## config.mk

```make
export PLATFORM = sky130hd
export DESIGN_NAME = double_integer_square_root_unit
export DESIGN_NICKNAME = d
export VERILOG_FILES = /design/src/rtl/core/dsqrt_pkg.sv /design/src/rtl/core/double_integer_square_root_unit.sv
export SDC_FILE = /design/constraint.sdc
export NUM_CORES = 1
export LEC_CHECK = 0
export BUFFER_PORTS_ARGS = -buffer_cell sky130_fd_sc_hd__buf_4
export CAP_MARGIN = 40
export CORE_MARGIN = 2
export CORE_UTILIZATION = 35
export DETAILED_ROUTE_END_ITERATION = 10
export PLACE_DENSITY = 0.48
export SLEW_MARGIN = 20
export SYNTH_ARGS = -nofsm -noshare
export SYNTH_HDL_FRONTEND = slang
export SYNTH_SLANG_ARGS = --single-unit
```

## constraint.sdc

```tcl
create_clock -name clk -period 26.5 [get_ports clk]
set_input_delay 2.65 -clock clk [delete_from_list [all_inputs] [get_ports clk]]
set_output_delay 2.65 -clock clk [all_outputs]
set_load 0.02 [all_outputs]
```

## src/rtl/core/dsqrt_pkg.sv

```systemverilog
// Package for the binary64 integer square root unit.
// Holds the binary64 field constants, root iteration sizes and the FSM state type.
// No dependencies.
`default_nettype none

package dsqrt_pkg;

  // binary64 field layout
  localparam int unsigned FRAC_BITS = 52;
  localparam logic [63:0] FRAC_MASK = 64'h000f_ffff_ffff_ffff;
  localparam logic [63:0] HIDDEN_BIT = 64'h0010_0000_0000_0000;
  localparam logic [10:0] EXP_MASK = 11'h7ff;
  localparam logic [10:0] EXP_BIAS = 11'd1023;
  // biased exponent at which the integer no longer fits in 64 bits
  localparam logic [10:0] EXP_SAT = 11'd1087;
  // biased exponent at which the mantissa is already an integer
  localparam logic [10:0] EXP_INT = 11'd1075;

  // restoring square root: one result bit per step
  localparam int unsigned ROOT_STEPS = 32;
  localparam int unsigned CNT_W = $clog2(ROOT_STEPS);
  localparam logic [63:0] ROOT_BIT_INIT = 64'h4000_0000_0000_0000;

  // encoding of floor(sqrt(2^64-1)) = 2^32-1
  localparam logic [63:0] SAT_ROOT_BITS = 64'h41ef_ffff_ffe0_0000;

  typedef enum logic [2:0] {
    S_IDLE   = 3'b001,
    S_ITER   = 3'b010,
    S_ENCODE = 3'b100
  } state_t;

endpackage

`default_nettype wire

```

## src/rtl/core/double_integer_square_root_unit.sv

```systemverilog
// Integer square root of a binary64 operand, returned as a binary64 value.
// Top level; depends on dsqrt_pkg.
`default_nettype none

// One transaction at a time. The operand is decoded to a 64-bit unsigned
// integer (sign ignored, magnitude truncated, saturated to all ones with
// out_too_large set when it needs more than 64 bits) in the cycle it is
// accepted. A single 64-bit add/compare/subtract unit then produces one root
// bit per cycle, and an encode state then writes the root to the output
// register, once it is free, as an exact binary64 value (0 encodes as
// all-zero bits). A new operand is accepted only after the previous result
// has been written to the output register. in_stall is high while a
// transaction is being computed; a finished result waiting in the output
// register does not block the next operand until encoding needs it.
module double_integer_square_root_unit
  import dsqrt_pkg::*;
(
  input  wire logic        clk,
  input  wire logic        rst_n,
  input  wire logic        in_valid,
  output logic             in_stall,
  input  wire logic [63:0] in_float_bits,
  output logic             out_valid,
  input  wire logic        out_stall,
  output logic [63:0]      out_root_bits,
  output logic             out_too_large
);

  state_t             state_r, state_nxt;
  logic [63:0]        n_r, n_nxt;
  logic [63:0]        root_r, root_nxt;
  logic [63:0]        bit_r, bit_nxt;
  logic [CNT_W-1:0]   cnt_r, cnt_nxt;
  logic [CNT_W-1:0]   msb_r, msb_nxt;
  logic               hit_r, hit_nxt;
  logic               sat_r, sat_nxt;
  logic               out_valid_r, out_valid_nxt;
  logic [63:0]        out_root_r, out_root_nxt;
  logic               out_sat_r, out_sat_nxt;

  logic               in_fire;
  logic               out_free;
  logic [10:0]        exp_w;
  logic [52:0]        mant_w;
  logic [10:0]        lsh_w;
  logic [10:0]        rsh_w;
  logic [63:0]        dec_mag;
  logic               dec_sat;
  logic [63:0]        trial;
  logic               take;
  logic [5:0]         enc_sh;
  logic [63:0]        enc_frac;
  logic [10:0]        enc_exp;
  logic [63:0]        enc_bits;

  assign in_stall = (state_r != S_IDLE);
  assign in_fire  = in_valid && !in_stall;
  assign out_free = !out_valid_r || !out_stall;

  // decode: truncate the magnitude to an unsigned integer
  assign exp_w  = in_float_bits[62:52] & EXP_MASK;
  assign mant_w = 53'((in_float_bits & FRAC_MASK) | HIDDEN_BIT);
  assign lsh_w  = exp_w - EXP_INT;
  assign rsh_w  = EXP_INT - exp_w;

  always_comb begin
    dec_sat = 1'b0;
    priority if (exp_w < EXP_BIAS) begin
      dec_mag = '0;
    end else if (exp_w >= EXP_SAT) begin
      dec_mag = '1;
      dec_sat = 1'b1;
    end else if (exp_w >= EXP_INT) begin
      dec_mag = {11'b0, mant_w} << lsh_w[3:0];
    end else begin
      dec_mag = {11'b0, mant_w} >> rsh_w[5:0];
    end
  end

  // shared restoring step
  assign trial = root_r + bit_r;
  assign take  = (n_r >= trial);

  // encode: msb of the root was captured on its first set bit
  assign enc_sh   = 6'(FRAC_BITS) - {1'b0, msb_r};
  assign enc_frac = ({32'b0, root_r[31:0]} << enc_sh) & FRAC_MASK;
  assign enc_exp  = EXP_BIAS + {6'b0, msb_r};
  assign enc_bits = hit_r ? {1'b0, enc_exp, enc_frac[51:0]} : '0;

  // sequencer
  always_comb begin
    state_nxt     = state_r;
    n_nxt         = n_r;
    root_nxt      = root_r;
    bit_nxt       = bit_r;
    cnt_nxt       = cnt_r;
    msb_nxt       = msb_r;
    hit_nxt       = hit_r;
    sat_nxt       = sat_r;
    out_valid_nxt = out_valid_r && out_stall;
    out_root_nxt  = out_root_r;
    out_sat_nxt   = out_sat_r;
    unique case (state_r)
      S_IDLE: begin
        if (in_fire) begin
          n_nxt     = dec_mag;
          sat_nxt   = dec_sat;
          root_nxt  = '0;
          bit_nxt   = ROOT_BIT_INIT;
          cnt_nxt   = '0;
          msb_nxt   = '0;
          hit_nxt   = 1'b0;
          state_nxt = S_ITER;
        end
      end
      S_ITER: begin
        if (take) begin
          n_nxt    = n_r - trial;
          root_nxt = (root_r >> 1) + bit_r;
          if (!hit_r) begin
            hit_nxt = 1'b1;
            msb_nxt = CNT_W'(ROOT_STEPS - 1) - cnt_r;
          end
        end else begin
          root_nxt = root_r >> 1;
        end
        bit_nxt = bit_r >> 2;
        cnt_nxt = cnt_r + 1'b1;
        if (cnt_r == CNT_W'(ROOT_STEPS - 1)) begin
          state_nxt = S_ENCODE;
        end
      end
      S_ENCODE: begin
        if (out_free) begin
          out_valid_nxt = 1'b1;
          out_root_nxt  = enc_bits;
          out_sat_nxt   = sat_r;
          state_nxt     = S_IDLE;
        end
      end
      default: begin
        state_nxt = S_IDLE;
      end
    endcase
  end

  // control registers
  always_ff @(posedge clk) begin
    if (!rst_n) begin
      state_r     <= S_IDLE;
      out_valid_r <= 1'b0;
    end else begin
      state_r     <= state_nxt;
      out_valid_r <= out_valid_nxt;
    end
  end

  // datapath registers
  always_ff @(posedge clk) begin
    n_r        <= n_nxt;
    root_r     <= root_nxt;
    bit_r      <= bit_nxt;
    cnt_r      <= cnt_nxt;
    msb_r      <= msb_nxt;
    hit_r      <= hit_nxt;
    sat_r      <= sat_nxt;
    out_root_r <= out_root_nxt;
    out_sat_r  <= out_sat_nxt;
  end

  assign out_valid     = out_valid_r;
  assign out_root_bits = out_root_r;
  assign out_too_large = out_sat_r;

  // checks
  a_root_fits: assert property (@(posedge clk) disable iff (!rst_n)
    state_r == S_ENCODE |-> root_r[63:32] == 32'b0)
    else $error("root exceeds 32 bits at encode");

  a_hit_nonzero: assert property (@(posedge clk) disable iff (!rst_n)
    state_r == S_ENCODE |-> hit_r == (root_r != 64'b0))
    else $error("first-bit flag disagrees with root");

  a_msb_ok: assert property (@(posedge clk) disable iff (!rst_n)
    (state_r == S_ENCODE && hit_r) |-> (root_r[31:0] >> msb_r) == 32'd1)
    else $error("captured msb is wrong");

  a_sat_root: assert property (@(posedge clk) disable iff (!rst_n)
    (out_valid_r && out_sat_r) |-> out_root_r == SAT_ROOT_BITS)
    else $error("saturated operand gave wrong root");

endmodule

`default_nettype wire
```

==> flow_summary.yaml, run 1 <==
job:
  drv_cap: 0
yosys:
  yosysSeqAreaShare_pct: 27.7
  synth_mux_area_share_pct: 13.7
  synthAdderAreaFrac_pct: 6.82
  ys_ff_latch: 239
  synth_simple_gate_area_share_pct: 18.8
  synth.avg_cell_area_sq_um: 8.51
  ys_async_sr_fraction_pct: 0
  synth_edf_count: 235
  synth_top_family_by_area: "compound AO/OA/AOI/OAI gates"
  yosysWarningCount: 0
  synth_compound_area_share_pct: 23.2
  ys_types: 92
  syn_inst: 3029
  synth-xor-area-share_pct: 5.74
  synth_top_flop_cell: "edfxtp_1"
  synthesis.area_sq_um: 25800
die:
  std_cell_rows: 99
  io_pins: 135
  dieArea_sq_um: 75900
  die_w_microns: 275
  core_sq_um: 73000
  die_h_microns: 275
  start_util_pct: 35.3
detailed_routing:
  drtPass1Iterations: 6
  drt_iter0_markers: 1967
  drc: 0
  wl_met2_mm: 44.7
  detail_route.wl_per_cell_microns: 22.6
  met3_wirelength_mm: 3.86
  viasPerCell: 5.99
  wl_met1_mm: 39.3
  dr.max_layer_used: "met4"
  postRouteAntennaNets: 0
  wirelength_mm: 90.8
  vias: 24000
cts:
  numCtsBuffers: 34
  post_cts_buffers: 0
  tritoncts: "yes"
  cts-resized-gates: 0
  clock-sinks: 239
  cts_buffer_depth: 3
  root_buffer: "clkbuf_16"
  hold_buffers: 0
  clkSlewWorstSetupHoldPaths_ns: 0.06
  htree_num_levels: 2
  insertion_delay_ns: 0.56
finish:
  fill_cells: 7394
  area_growth_syn_to_layout_pct: 11.8
  layout.nets: 3241
  multiInputGateArea_sq_um: 17800
  postLayoutCellArea_sq_um: 28800
  final_util_pct: 39.5
  seq_area_sq_um: 7140
  drive_gt1_share_pct: 13.4
sta:
  fin_ws_ns: 19.14
  hold_viol: 0
  slew_headroom_pct: 43.0
  max_freq_mhz: 136
  slew_violations: 0
  post-route-min-period_ns: 7.36
  fin_skew_ns: 0.0380
  worst_pin_slew_ns: 0.834
  rsz0062_at_grt: "no"
  finalSetupTns_ns: 0
  period_share_pct: 27.8
  holdWs_ns: 0.428
  setup_viol: 0
critical_path:
  cp.arrival_ns: 7.58
  startpoint_type: "register"
  worstPathRequired_ns: 26.72
  worst_setup_path_end_kind: "register"
  path_class: "register to register"
  cp_max_fo: 58
place:
  io_buffers: 132
  dp_hpwl_mm: 69.7
  gp_congestion: 0.955
  post_dp_cell_area_sq_um: 27700
  pre_cts_ws_ns: 18.85
grt:
  antenna_found_initial: 0
  grt_pass1_vias: 23400
  grt_overflow: 0
  grt_usage_pct: 23.5
  grt_max_degree: 65
  grt_first_pass_wirelength_mm: 140
pwr:
  p_leak_nw: 11.0
  power_density_nw_per_um2: 63.6
  peakVddDrop_uv: 41.6
hold_path:
  min_path_type: "register to register"
outcome:
  status: "finished clean"
registers in the layout, summed over array words and instances, names as in the netlist:
register	count
out_root_bits	62
out_valid	1
state_r	3
bit_r	32
msb_r	5
out_too_large	1
root_r	64
cnt_r	5
hit_r	1
sat_r	1
n_r	64
critical path, cell delays in order, from the launching register on:
cell,delay [ns]
edfxtp_1,0.55
ha_1,0.31
ha_1,0.22
a21o_1,0.20
a31oi_1,0.25
o21ai_0,0.28
a31o_2,0.36
a211oi_2,0.51
o311a_1,0.32
a211oi_1,0.16
o311ai_0,0.40
xor2_1,0.19
ha_1,0.48
nand4_1,0.23
or4_1,0.64
nor2_1,0.16
nand2_1,0.13
a21oi_2,0.13
buf_4,0.37
or2_2,0.18
buf_4,0.53
nand3_1,0.14
nand2_1,0.26
cell families after synthesis:
logic type	after synthesis
simple gates	1061
fa+ha+maj	140
xor+xnor	169
other cells	1
flops	239
compound gates	923
mux	236
buf+inv	260
cell usage after synthesis (all sizes together) (10+ instances only):
library cell,n,area (sq um)
mux4,92,2070
nor3,45,230
nor2,278,1040
a31o,19,166
inv,40,150
nor2b,41,257
o21ai,201,1010
a21oi,223,1120
a31oi,76,490
xnor2,78,683
nand4,55,350
o21bai,38,285
mux2,19,214
xor2,91,797
o22ai,70,438
o31ai,16,139
nor3b,12,95.1
o21a,26,195
o211ai,10,75.1
a21o,52,390
a211oi,55,428
edfxtp,235,7060
a221oi,22,193
clkbuf,158,593
buf,60,282
nand3,53,265
nand2,425,1600
nand2b,16,100
mux2i,125,1250
and3,48,300
or3,18,113
a311oi,11,96.3
and2,40,250
ha,139,1740
a21boi,11,82.6
through the flow:
| stage | instances | power, mW |
|---|---|---|
| 2_1_floorplan | 3037 | 1.14 |
| 3_3_place_gp | 3945 | 1.38 |
| 3_5_place_dp | 3953 | 1.39 |
| 4_1_cts | 4012 | 1.84 |
| 5_1_grt | 4015 | 1.95 |
| 6_report | 4016 | 1.83 |
area by class of cell:
cell class / count / share of cell area (%)
Clock buffer: 35 / 2.96
Antenna cell: 1 / 0.00868
Inverter: 42 / 0.547
Timing Repair Buffer: 178 / 5.15
Tap cell: 959 / 4.16
Multi-Input combinational cell: 2538 / 61.8
Sequential cell: 239 / 24.8
Clock inverter: 24 / 0.668
final timing paths:
check                           cells past startpoint  slack [ns]            end  startpoint
worst min register to register                      0        0.43  out_too_large       sat_r
worst max-delay path                               22       19.14       msb_r[0]   root_r[0]
worst max register to register                     22       19.14       msb_r[0]   root_r[0]
worst min-delay path                                0        0.43  out_too_large       sat_r
routing by layer:
metal  GRT usage, %  up-vias
li1               -    11500
met1           30.4    11800
met2           41.3      681
met3           2.27      126
met4           7.44        0
met5              0        -
where the power goes:
part	switching, mW	internal [mW]	total, mW
clock network	0.183	0.255	0.438
logic	0.564	0.335	0.900
registers	0.0377	0.458	0.496
cell usage in the layout, fill, tap and decap left out, types with 11 or more instances in the layout:
cell | synthesis | final
clkbuf_16 | 0 | 34
inv_1 | 39 | 38
nor3b_1 | 11 | 11
o21ai_0 | 196 | 195
buf_4 | 5 | 167
a211oi_1 | 52 | 52
ha_1 | 139 | 136
mux2_2 | 19 | 19
edfxtp_1 | 235 | 235
nand3_1 | 53 | 53
nand4_1 | 54 | 54
nor2b_1 | 41 | 41
a31oi_1 | 75 | 75
and3_1 | 48 | 48
a221oi_1 | 22 | 22
a21o_1 | 52 | 52
nand2b_1 | 16 | 16
a311oi_1 | 11 | 11
xnor2_1 | 78 | 72
o22ai_1 | 70 | 70
xor2_1 | 91 | 88
a31o_2 | 19 | 19
and2_1 | 39 | 39
nor2_1 | 278 | 275
o31ai_1 | 14 | 13
o21bai_1 | 38 | 38
mux4_2 | 92 | 92
nor3_1 | 44 | 44
or3_1 | 18 | 18
o21a_1 | 26 | 26
a21oi_1 | 221 | 220
mux2i_1 | 125 | 125
nand2_1 | 425 | 423
No activity file was read; power rests on OpenSTA's default activity.
==> run 2, diff against run 1 <==
--- a/config.mk
+++ b/config.mk
@@ -5,12 +5,13 @@
 export SDC_FILE = /design/constraint.sdc
 export NUM_CORES = 1
 export LEC_CHECK = 0
+export ABC_AREA = 1
 export BUFFER_PORTS_ARGS = -buffer_cell sky130_fd_sc_hd__buf_4
 export CAP_MARGIN = 40
 export CORE_MARGIN = 2
 export CORE_UTILIZATION = 35
 export DETAILED_ROUTE_END_ITERATION = 10
-export PLACE_DENSITY = 0.48
+export PLACE_DENSITY = 0.47
 export SLEW_MARGIN = 20
 export SYNTH_ARGS = -nofsm -noshare
 export SYNTH_HDL_FRONTEND = slang
==> constraint.sdc (replaced) <==
create_clock -name clk -period 7.3 [get_ports clk]
set_input_delay 0.73 -clock clk [delete_from_list [all_inputs] [get_ports clk]]
set_output_delay 0.73 -clock clk [all_outputs]
set_load 0.02 [all_outputs]
==> flow_summary.yaml, run 2 <==
outcome:
  status: "finished with violations"
  violations: "DRC"
yosys:
  yosysMostFrequentCell: "nand2_1"
  synth_common_cells: "nand2_1 (2116), nand3_1 (750), inv_1 (702), nor2_1 (418), a21oi_1 (304)"
  synth_area_leader_cell: "nand2_1"
  synth_top_flop_cell: "edfxtp_1"
  syn_inst: 5516
  yosysWarningCount: 0
  synth_top_area_share_pct: 25.4
  yosysSeqAreaShare_pct: 22.8
  ys_types: 51
  ys_async_sr_fraction_pct: 0
  synth.avg_cell_area_sq_um: 5.67
  ys_ff_latch: 239
  synthesis.area_sq_um: 31300
  synthTopCellsByArea: "nand2_1 (25%), edfxtp_1 (23%), nand3_1 (12%), inv_1 (8.4%), ha_1 (5.6%)"
  synth_edf_count: 235
critical_path:
  path_class: "register to register"
  crit_top_cell: "nand2_1"
  worstPathRequired_ns: 7.55
  slowest_delay_ns: 0.61
  r2r_start: "root_r[18]"
  startpoint_type: "register"
  worst_r2r_path_depth: 20
  reg2reg_slack_ns: 1.52
  cp_max_fo: 23
  cp.arrival_ns: 6.04
  r2r_end: "n_r[55]"
  worst_setup_path_end_kind: "register"
  path_cells: "ha_1, nand2_1, o21ai_0, inv_1, o21ai_0, inv_1, nand2_1, nand4_1, nand2_1, xor2_1, ha_1, nand2_1, nor2_1, nand2_1, nor3_2, nand2_2, nand3_2, nand2_1, inv_2, buf_4"
  crit_path_top_delay_cell: "edfxtp_1"
grt:
  grt_max_degree: 72
  grt_usage_pct: 29.6
  grt_first_pass_wirelength_mm: 205
  antenna_found_initial: 1
  grt_overflow: 0
  grt_pass1_vias: 33500
detailed_routing:
  wirelength_mm: 138
  detail_route.wl_per_cell_microns: 20.5
  drtPass1Iterations: 9
  vias: 35600
  drc: 5
  viasPerCell: 5.30
  drt_iter0_markers: 3169
  postRouteAntennaNets: 0
pwr:
  power_mw: 7.33
  power_density_nw_per_um2: 213
  p_leak_nw: 17.3
  peakVddDrop_uv: 140
die:
  io_pins: 135
  die_w_microns: 303
  die_h_microns: 303
  start_util_pct: 35.3
  std_cell_rows: 109
  dieArea_sq_um: 91700
  core_sq_um: 88500
finish:
  seq_area_sq_um: 7140
  mostFrequentLayoutCell: "nand2_1"
  diodes: 0
  drive_gt1_share_pct: 5.00
  fill_cells: 10200
  multiInputGateArea_sq_um: 20600
  final_cell_mix: "nand2_1 (2116), nand3_1 (750), inv_1 (700), nor2_1 (417), a21oi_1 (304)"
  final_util_pct: 38.9
  layout.nets: 5744
  area_growth_syn_to_layout_pct: 10.2
hold_path:
  worstHoldStart: "rst_n"
  min_path_type: "input pin to register"
  hold-path-endpoint: "state_r[0]"
  hold_depth: 2
job:
  drv_cap: 0
cts:
  cts-resized-gates: 0
  insertion_delay_ns: 0.58
  hold_buffers: 0
  root_buffer: "clkbuf_16"
  tritoncts: "yes"
  numCtsBuffers: 34
  clock-sinks: 239
  clkSlewWorstSetupHoldPaths_ns: 0.06
  cts_buffer_depth: 3
  htree_num_levels: 2
  post_cts_buffers: 0
place:
  gp_congestion: 0.966
  io_buffers: 132
  dp_hpwl_mm: 113
  pre_cts_ws_ns: 1.61
sta:
  fin_ws_ns: 1.52
  finalSetupTns_ns: 0
  setup_viol: 0
  slew_headroom_pct: 35.7
  fin_skew_ns: 0.0464
  max_freq_mhz: 173
  holdWs_ns: 0.400
  worst_pin_slew_ns: 0.955
  slew_violations: 0
  hold_viol: 0
  post-route-min-period_ns: 5.78
  period_share_pct: 79.2
  rsz0062_at_grt: "no"
run 2: final cells by class:
type	instances	share of cell area, %
multi-input combinational	4368	59.7
sequential	239	20.7
inverter	716	7.80
tap	1165	4.23
timing repair buffer	177	4.18
clock buffer	41	2.61
clock inverter	20	0.737
run 2: routing by layer:
| layer | routed length [microns] | track usage [%] | up-vias |
|---|---|---|---|
| li1 | - | - | 17800 |
| met1 | 64100 | 41.6 | 16600 |
| met2 | 61700 | 47.8 | 1094 |
| met3 | 7210 | 2.34 | 167 |
| met4 | 4900 | 9.71 | 2 |
| met5 | 11 | 0 | - |
run 2: worst max-delay path by stage:
stage | slack (ns) | from | cells after the start | end
final | 1.52 | root_r[18] | 20 | n_r[55]
after global routing | 1.19 | root_r[14] | 20 | n_r[55]
after CTS | 1.59 | root_r[28] | 20 | n_r[55]
after detailed placement | 1.61 | root_r[34] | 21 | n_r[55]
after global placement | 1.63 | root_r[10] | 24 | n_r[55]
after floorplan | 1.81 | in_valid | 4 | hit_r
run 2: metrics by stage:
stage                     cell area, sq um  std cells
final                                34500       6726
after global routing                 34500       6726
after CTS                            34400       6725
after detailed placement             33300       6664
after global placement               33100       6654
after floorplan                      31300       5524
run 2: critical path, delay by kind of cell (launching register included):
family / cells / cell delay (ns)
buffers and inverters: 4 / 1.04
AND/OR/NAND/NOR: 11 / 1.94
adder cells (fa/ha/maj): 2 / 0.81
XOR/XNOR: 1 / 0.41
AO/OA/AOI/OAI: 2 / 0.61
flip-flops: 1 / 0.61
run 2: power by group:
part | switching, mW | internal, mW
registers | 0.157 | 1.66
logic | 2.67 | 1.08
clock network | 0.708 | 1.06
run 2: cells by family after synthesis:
group | synth area share, %
simple gates | 46.1
fa+ha+maj | 5.63
flops | 22.8
other cells | 0.0120
buf+inv | 11.6
xor+xnor | 2.60
compound gates | 11.0
mux | 0.256
